**config.mk**
```make
export PLATFORM = sky130hd
export DESIGN_NAME = deferred_write_coalescer
export DESIGN_NICKNAME = d
export VERILOG_FILES = /design/src/sv/dwc_pkg.sv /design/src/sv/dwc_slot_ram.sv /design/src/sv/deferred_write_coalescer.sv
export SDC_FILE = /design/constraint.sdc
export NUM_CORES = 1
export LEC_CHECK = 0
export BUFFER_PORTS_ARGS = -buffer_cell sky130_fd_sc_hd__clkbuf_2
export CAP_MARGIN = 20
export CORE_UTILIZATION = 50
export CTS_BUF_LIST = sky130_fd_sc_hd__clkbuf_8
export DETAILED_ROUTE_END_ITERATION = 8
export GPL_ROUTABILITY_DRIVEN = 0
export PLACE_DENSITY = 0.68
export SYNTH_ARGS = -nofsm -noshare
export SYNTH_HDL_FRONTEND = slang
export SYNTH_HIERARCHICAL = 1
export SYNTH_SLANG_ARGS = --single-unit
```
**constraint.sdc**
```tcl
create_clock -name clk -period 16.9 [get_ports clk]
set_input_delay 0 -clock clk [delete_from_list [all_inputs] [get_ports clk]]
set_output_delay 0 -clock clk [all_outputs]
set_load 0.02 [all_outputs]
```
**src/sv/dwc_pkg.sv**
```systemverilog
// Shared types and constants for the deferred write coalescer.
// No dependencies; imported by dwc_slot_ram, deferred_write_coalescer and tb_top.
`default_nettype none

package dwc_pkg;

    localparam int NUM_SLOTS_DEF = 8;
    localparam logic [15:0] QUIET_RESET = 16'd4000;

    // request codes
    localparam logic [1:0] REQ_SAVE  = 2'd0;
    localparam logic [1:0] REQ_TICK  = 2'd1;
    localparam logic [1:0] REQ_FLUSH = 2'd2;

    // result kinds
    localparam logic RK_WRITE  = 1'b0;
    localparam logic RK_STATUS = 1'b1;

    // save outcomes
    localparam logic [1:0] SAVE_UPDATED = 2'd0;
    localparam logic [1:0] SAVE_ALLOC   = 2'd1;
    localparam logic [1:0] SAVE_FULL    = 2'd2;

    typedef struct packed {
        logic [1:0]         req_type;
        logic [31:0]        now_ms;
        logic [7:0]         ns_id;
        logic [7:0]         key_id;
        logic               value_kind;
        logic signed [31:0] data_value;
    } cmd_t;

    typedef struct packed {
        logic               result_kind;
        logic [1:0]         save_status;
        logic [7:0]         out_ns_id;
        logic [7:0]         out_key_id;
        logic               out_kind;
        logic signed [31:0] out_value;
        logic               last_result;
    } result_t;

    // one slot as held in the slot RAM
    typedef struct packed {
        logic [7:0]         ns_id;
        logic [7:0]         key_id;
        logic               kind;
        logic signed [31:0] value;
        logic [31:0]        stamp;
    } slot_entry_t;

endpackage

`default_nettype wire

```
**src/sv/dwc_slot_ram.sv**
```systemverilog
// Slot storage RAM: one write port, one read port, registered read data.
// Depends on dwc_pkg (slot_entry_t).
`default_nettype none

module dwc_slot_ram
    import dwc_pkg::*;
#(
    parameter int DEPTH  = NUM_SLOTS_DEF,
    parameter int ADDR_W = 3
)
(
    input  wire logic              clk,
    input  wire logic              wr_en,
    input  wire logic [ADDR_W-1:0] wr_addr,
    input  wire slot_entry_t       wr_data,
    input  wire logic              rd_en,
    input  wire logic [ADDR_W-1:0] rd_addr,
    output slot_entry_t            rd_data
);

    slot_entry_t mem [DEPTH];
    slot_entry_t rd_data_reg;

    always_ff @(posedge clk)
    begin
        if (wr_en)
        begin
            mem[wr_addr] <= wr_data;
        end
        if (rd_en)
        begin
            rd_data_reg <= mem[rd_addr];
        end
    end

    assign rd_data = rd_data_reg;

endmodule

`default_nettype wire

```
**src/sv/deferred_write_coalescer.sv**
```systemverilog
// Deferred write coalescer top: slot table that batches setting saves and releases
// them as store writes on tick or flush; depends on dwc_pkg and dwc_slot_ram.
// Save/tick/flush: busy through the scan (slot RAM read one slot per cycle, registered
// read data) and the done state that writes back; no new word is taken while busy.
// Results at most one per cycle; the last is on the ports in the first cycle busy is
// low. Code 3 is dropped with no result. Reset: used/pending clear, quiet 4000 ms.
`default_nettype none

module deferred_write_coalescer
    import dwc_pkg::*;
#(
    parameter int NUM_SLOTS = NUM_SLOTS_DEF
)
(
    input  wire logic        clk,
    input  wire logic        rst_n,
    // command word
    input  wire logic        start,
    output logic             busy,
    input  wire cmd_t        cmd,
    // result words, one-cycle strobe
    output logic             result_strobe,
    output result_t          result,
    // quiet period register write
    input  wire logic        cfg_valid,
    output logic             cfg_ready,
    input  wire logic [15:0] cfg_data
);

    localparam int IDX_W = (NUM_SLOTS > 1) ? $clog2(NUM_SLOTS) : 1;
    localparam int CNT_W = $clog2(NUM_SLOTS + 1);
    localparam logic [IDX_W-1:0] LAST_IDX = IDX_W'(NUM_SLOTS - 1);
    localparam logic [CNT_W-1:0] CNT_END  = CNT_W'(NUM_SLOTS);

    // sequencer states
    localparam logic [1:0] ST_IDLE = 2'd0;
    localparam logic [1:0] ST_SCAN = 2'd1;
    localparam logic [1:0] ST_DONE = 2'd2;

    logic [1:0]           state_reg,       state_next;
    cmd_t                 cmd_reg,         cmd_next;
    logic [15:0]          quiet_reg,       quiet_next;
    logic [NUM_SLOTS-1:0] slot_used_reg,   slot_used_next;
    logic [NUM_SLOTS-1:0] slot_pending_reg, slot_pending_next;
    logic [CNT_W-1:0]     rd_cnt_reg,      rd_cnt_next;
    logic                 cmp_vld_reg,     cmp_vld_next;
    logic [IDX_W-1:0]     cmp_idx_reg,     cmp_idx_next;
    logic                 hit_found_reg,   hit_found_next;
    logic [IDX_W-1:0]     hit_idx_reg,     hit_idx_next;
    logic                 free_found_reg,  free_found_next;
    logic [IDX_W-1:0]     free_idx_reg,    free_idx_next;
    logic                 held_vld_reg,    held_vld_next;
    result_t              held_reg,        held_next;
    logic                 res_vld_reg,     res_vld_next;
    result_t              res_reg,         res_next;

    logic        issue;
    logic        mem_we;
    logic [IDX_W-1:0] mem_waddr;
    slot_entry_t mem_wdata;
    slot_entry_t rd_entry;
    logic [31:0] age;
    logic        due;
    logic        is_save;

    // one slot read per cycle while the scan runs
    assign issue   = (state_reg == ST_SCAN) && (rd_cnt_reg < CNT_END);
    assign is_save = (cmd_reg.req_type == REQ_SAVE);

    // wrapping age of the slot under compare
    assign age = cmd_reg.now_ms - rd_entry.stamp;
    assign due = slot_pending_reg[cmp_idx_reg]
                 && ((cmd_reg.req_type == REQ_FLUSH) || (age > {16'd0, quiet_reg}));

    always_comb
    begin
        state_next        = state_reg;
        cmd_next          = cmd_reg;
        quiet_next        = quiet_reg;
        slot_used_next    = slot_used_reg;
        slot_pending_next = slot_pending_reg;
        rd_cnt_next       = rd_cnt_reg;
        cmp_vld_next      = issue;
        cmp_idx_next      = rd_cnt_reg[IDX_W-1:0];
        hit_found_next    = hit_found_reg;
        hit_idx_next      = hit_idx_reg;
        free_found_next   = free_found_reg;
        free_idx_next     = free_idx_reg;
        held_vld_next     = held_vld_reg;
        held_next         = held_reg;
        res_vld_next      = 1'b0;
        res_next          = res_reg;
        mem_we            = 1'b0;
        mem_waddr         = hit_idx_reg;
        mem_wdata.ns_id   = cmd_reg.ns_id;
        mem_wdata.key_id  = cmd_reg.key_id;
        mem_wdata.kind    = cmd_reg.value_kind;
        mem_wdata.value   = cmd_reg.data_value;
        mem_wdata.stamp   = cmd_reg.now_ms;

        if (cfg_valid)
        begin
            quiet_next = cfg_data;
        end

        unique case (state_reg)
            ST_IDLE:
            begin
                if (start)
                begin
                    cmd_next = cmd;
                    if ((cmd.req_type == REQ_SAVE) || (cmd.req_type == REQ_TICK)
                        || (cmd.req_type == REQ_FLUSH))
                    begin
                        state_next      = ST_SCAN;
                        rd_cnt_next     = '0;
                        hit_found_next  = 1'b0;
                        free_found_next = 1'b0;
                        held_vld_next   = 1'b0;
                    end
                end
            end

            ST_SCAN:
            begin
                if (issue)
                begin
                    rd_cnt_next = rd_cnt_reg + CNT_W'(1);
                end
                if (cmp_vld_reg)
                begin
                    if (is_save)
                    begin
                        // first matching used slot wins; also note first free one
                        if (slot_used_reg[cmp_idx_reg])
                        begin
                            if (!hit_found_reg && (rd_entry.ns_id == cmd_reg.ns_id)
                                && (rd_entry.key_id == cmd_reg.key_id))
                            begin
                                hit_found_next = 1'b1;
                                hit_idx_next   = cmp_idx_reg;
                            end
                        end
                        else if (!free_found_reg)
                        begin
                            free_found_next = 1'b1;
                            free_idx_next   = cmp_idx_reg;
                        end
                    end
                    else if (due)
                    begin
                        // hold one write back so the last one can be flagged
                        slot_pending_next[cmp_idx_reg] = 1'b0;
                        if (held_vld_reg)
                        begin
                            res_vld_next = 1'b1;
                            res_next     = held_reg;
                        end
                        held_vld_next         = 1'b1;
                        held_next.result_kind = RK_WRITE;
                        held_next.save_status = SAVE_UPDATED;
                        held_next.out_ns_id   = rd_entry.ns_id;
                        held_next.out_key_id  = rd_entry.key_id;
                        held_next.out_kind    = rd_entry.kind;
                        held_next.out_value   = rd_entry.value;
                        held_next.last_result = 1'b0;
                    end
                    if (cmp_idx_reg == LAST_IDX)
                    begin
                        state_next = ST_DONE;
                    end
                end
            end

            ST_DONE:
            begin
                state_next = ST_IDLE;
                if (is_save)
                begin
                    res_vld_next         = 1'b1;
                    res_next             = '0;
                    res_next.result_kind = RK_STATUS;
                    res_next.last_result = 1'b1;
                    if (hit_found_reg)
                    begin
                        res_next.save_status = SAVE_UPDATED;
                        mem_we               = 1'b1;
                        mem_waddr            = hit_idx_reg;
                        slot_pending_next[hit_idx_reg] = 1'b1;
                    end
                    else if (free_found_reg)
                    begin
                        res_next.save_status = SAVE_ALLOC;
                        mem_we               = 1'b1;
                        mem_waddr            = free_idx_reg;
                        slot_used_next[free_idx_reg]    = 1'b1;
                        slot_pending_next[free_idx_reg] = 1'b1;
                    end
                    else
                    begin
                        res_next.save_status = SAVE_FULL;
                    end
                end
                else if (held_vld_reg)
                begin
                    res_vld_next         = 1'b1;
                    res_next             = held_reg;
                    res_next.last_result = 1'b1;
                end
            end

            default:
            begin
                state_next = ST_IDLE;
            end
        endcase
    end

    always_ff @(posedge clk or negedge rst_n)
    begin
        if (!rst_n)
        begin
            state_reg        <= ST_IDLE;
            quiet_reg        <= QUIET_RESET;
            slot_used_reg    <= '0;
            slot_pending_reg <= '0;
            rd_cnt_reg       <= '0;
            cmp_vld_reg      <= 1'b0;
            hit_found_reg    <= 1'b0;
            free_found_reg   <= 1'b0;
            held_vld_reg     <= 1'b0;
            res_vld_reg      <= 1'b0;
        end
        else
        begin
            state_reg        <= state_next;
            quiet_reg        <= quiet_next;
            slot_used_reg    <= slot_used_next;
            slot_pending_reg <= slot_pending_next;
            rd_cnt_reg       <= rd_cnt_next;
            cmp_vld_reg      <= cmp_vld_next;
            hit_found_reg    <= hit_found_next;
            free_found_reg   <= free_found_next;
            held_vld_reg     <= held_vld_next;
            res_vld_reg      <= res_vld_next;
        end
    end

    // payload registers, no reset
    always_ff @(posedge clk)
    begin
        cmd_reg      <= cmd_next;
        cmp_idx_reg  <= cmp_idx_next;
        hit_idx_reg  <= hit_idx_next;
        free_idx_reg <= free_idx_next;
        held_reg     <= held_next;
        res_reg      <= res_next;
    end

    dwc_slot_ram #(
        .DEPTH  (NUM_SLOTS),
        .ADDR_W (IDX_W)
    ) u_slot_ram (
        .clk     (clk),
        .wr_en   (mem_we),
        .wr_addr (mem_waddr),
        .wr_data (mem_wdata),
        .rd_en   (issue),
        .rd_addr (rd_cnt_reg[IDX_W-1:0]),
        .rd_data (rd_entry)
    );

    assign busy          = (state_reg != ST_IDLE);
    assign cfg_ready     = 1'b1;
    assign result_strobe = res_vld_reg;
    assign result        = res_reg;

    // a slot can only be pending once it has been claimed
    a_pending_used: assert property (@(posedge clk) disable iff (!rst_n)
        (slot_pending_reg & ~slot_used_reg) == '0)
        else $error("pending bit set on unused slot");

    // compare stage is empty outside the scan
    a_cmp_idle: assert property (@(posedge clk) disable iff (!rst_n)
        (state_reg != ST_SCAN) |-> !cmp_vld_reg)
        else $error("compare stage active outside scan");

    // a status word is always the only, hence last, word of its save
    a_status_last: assert property (@(posedge clk) disable iff (!rst_n)
        (result_strobe && (result.result_kind == RK_STATUS)) |-> result.last_result)
        else $error("status word without last flag");

    // nothing follows the last word of an item in the next cycle
    a_last_gap: assert property (@(posedge clk) disable iff (!rst_n)
        (result_strobe && result.last_result) |=> !result_strobe)
        else $error("word right after last word");

endmodule

`default_nettype wire

```
==> results.cfg <==
[routing]
ant_nets = 0
dr.pass1.iters = 5
via_per_inst = 5.523
vias = 19820
drc_errors = 0
wl_um = 82050
wl_per_cell_um = 22.86
drt_iter0_markers = 1713

[grt]
grt_max_degree = 69
grt_pass1_wl_um = 124700
grt-ovfl-total = 0
grt_pass1_vias = 21080
track_usage_pct = 21.57
antenna_found_initial = 4

[place]
port_buffers = 157
placed_cell_area_mm2 = 0.04035
dp_cells = 3088
hpwl_um = 44600

[synth]
post-synth-top-count-cell = edfxtp_1
synth-edff-count = 920
yosys.area.top_type_share_pct = 71.92
synth_seq_cells = 966
syn_area_mm2 = 0.03841
ys_types = 88
synth-seq-area-share_pct = 74.89
syn_nets = 2099
synth_area_leaders = edfxtp_1, mux4_2, mux2_4
yosys.area.top_type = edfxtp_1
postSynthAreaPerCell_um2 = 19.76
ys.flop_type = edfxtp_1
synth_common_cells = edfxtp_1, mux4_2, mux2_4
synthArstFlopShare_pct = 4.451
synth_cells = 1944
yosys_warnings = 6

[sta]
setup_viol = 0
hold_viol = 0
worst_pin_slew_ns = 1.060
finalCriticalPeriod_ns = 5.373
finClkSkew_ns = 0.04710
rsz0062_at_grt = false
fin_crit_sh_pct = 31.79
fin_setup_tns_ns = 0
relSlewSlack_pct = 29.36
maxSlewViolCount = 0
fmax_mhz = 186.1

[die]
rows = 101
pin_count = 159
coreArea_mm2 = 0.07595
fp.dieH_um = 279.2
die_width_um = 279.2
initial_core_util_pct = 50.58
dieArea_mm2 = 0.07794

[clocking]
numCtsBuffers = 152
cts_sinks = 966
cts_tree = yes
clockBufferDepth = 3
cts_root_buffer = clkbuf_8
path_clk_slew_ns = 0.06
post_cts_buffers = 0
clock_latency_ns = 0.81
ctsHtreeMaxLevel = 4

[pwr]
p_leak_nw = 15.72
p_per_area_mw_per_mm2 = 147.9
power_w = 0.006727
ir_drop_mv = 0.09023

[worst_setup_path]
required_ns = 17.29
reg2reg_slack_ns = 11.53
critical_path_arrival_ns = 5.77
start_kind = flop
crit_fanout = 53
path_class = reg -> reg
endpoint_kind = flop

[cells_and_area]
area_growth_pct = 18.40
final_cells = 3589
fin_nets = 2600
postLayoutCellArea_mm2 = 0.04548
largest_reg_flops = 648
drive_gt1_share_pct = 26.43
fillers = 5416

[flow_run]
maxCapViolCount = 0

[run_status]
status = complete, no violations

[hold_path]
hp-class = in -> reg
[report_power, final]
part	switching, W	internal (W)	leakage (nW)	total [W]
Sequential	0.000194	0.00292	8.93	0.00312
Combinational	0.000902	0.000891	5.17	0.00179
Clock	0.000898	0.000918	1.62	0.00182
[area by class of cell]
type | instances | area [um^2] | share of cell area, %
Antenna cell | 1 | 2.502 | 0.005502
Clock inverter | 110 | 641.9 | 1.411
Timing Repair Buffer | 422 | 3373 | 7.416
Tap cell | 1030 | 1289 | 2.833
Multi-Input combinational cell | 838 | 8991 | 19.77
Inverter | 65 | 244.0 | 0.5364
Clock buffer | 157 | 2161 | 4.751
Sequential cell | 966 | 28780 | 63.28
[critical path, cell delays in order, from the launching register on]
cell and delay [ns]:
edfxtp_1 0.50, inv_1 0.08, ha_1 0.24, fa_1 0.40, nand2b_1 0.18, a21oi_1 0.33
nor2_1 0.13, o21ai_0 0.27, a31oi_1 0.14, xnor2_1 0.15, ha_1 0.31, nand4_1 0.15
a2111oi_0 0.38, nor4b_1 0.10, o32a_1 0.26, nand4_1 0.15, nor4_1 0.08, clkbuf_2 0.18
o31ai_4 0.17, buf_4 0.73
[timing repair]
action,in CTS,in global routing
resized for setup,0,0
hold endpoints to repair,183,0
hold buffers,232,0
[placed cells by master (no fill, tap or decap), types with 49 or more instances in the layout]
cell / count
clkbuf_2: 158
mux2_4: 80
edfxtp_1: 920
inv_1: 113
ha_1: 51
nor2_1: 56
nand2_1: 65
clkbuf_8: 157
mux4_2: 163
a21oi_1: 51
dlygate4sd3_1: 232
and2_1: 49
[cell families (layout without fill, tap and decap cells)]
logic type,after synthesis,after routing,synth area share [%]
buf+inv,140,754,1.931
flops,966,966,74.89
xor+xnor,37,37,0.8436
mux,252,252,12.97
other cells,1,2,0.009762
fa+ha+maj,52,52,1.713
simple gates,284,284,3.821
compound gates,212,212,3.814
[per-stage QoR]
| step | worst slack, ns | hold slack [ns] | util, % |
|---|---|---|---|
| 2_1_floorplan | 9.153 | -0.2956 | - |
| 3_3_place_gp | 11.56 | 0.1284 | 53.09 |
| 3_5_place_dp | 11.41 | 0.1344 | 53.13 |
| 4_1_cts | 11.39 | 0.2166 | 59.88 |
| 5_1_grt | 11.19 | 0.3581 | 59.89 |
| 6_report | 11.53 | 0.3227 | 59.89 |
[per-layer routing]
layer	global-route usage, %	part of all wire, %	vias to the layer above
li1	-	-	8827
met1	28.43	41	10140
met2	35.87	51	706
met3	4.485	6.3	143
met4	7.199	2.2	4
met5	0	0.032	-
[worst paths after layout]
path                       depth (start not counted)                   start             to
max in group asynchronous                          4                   rst_n  rd_cnt_reg[1]
min reg2reg                                        0  u_slot_ram/rd_data[47]   held_reg[16]
min                                                3               cfg_valid   quiet_reg[9]
max reg2reg                                       19             cmd_reg[49]      result[8]
max                                               19             cmd_reg[49]      result[8]
min in group asynchronous                          4                   rst_n  quiet_reg[15]
(Power assumes the default switching activity.)
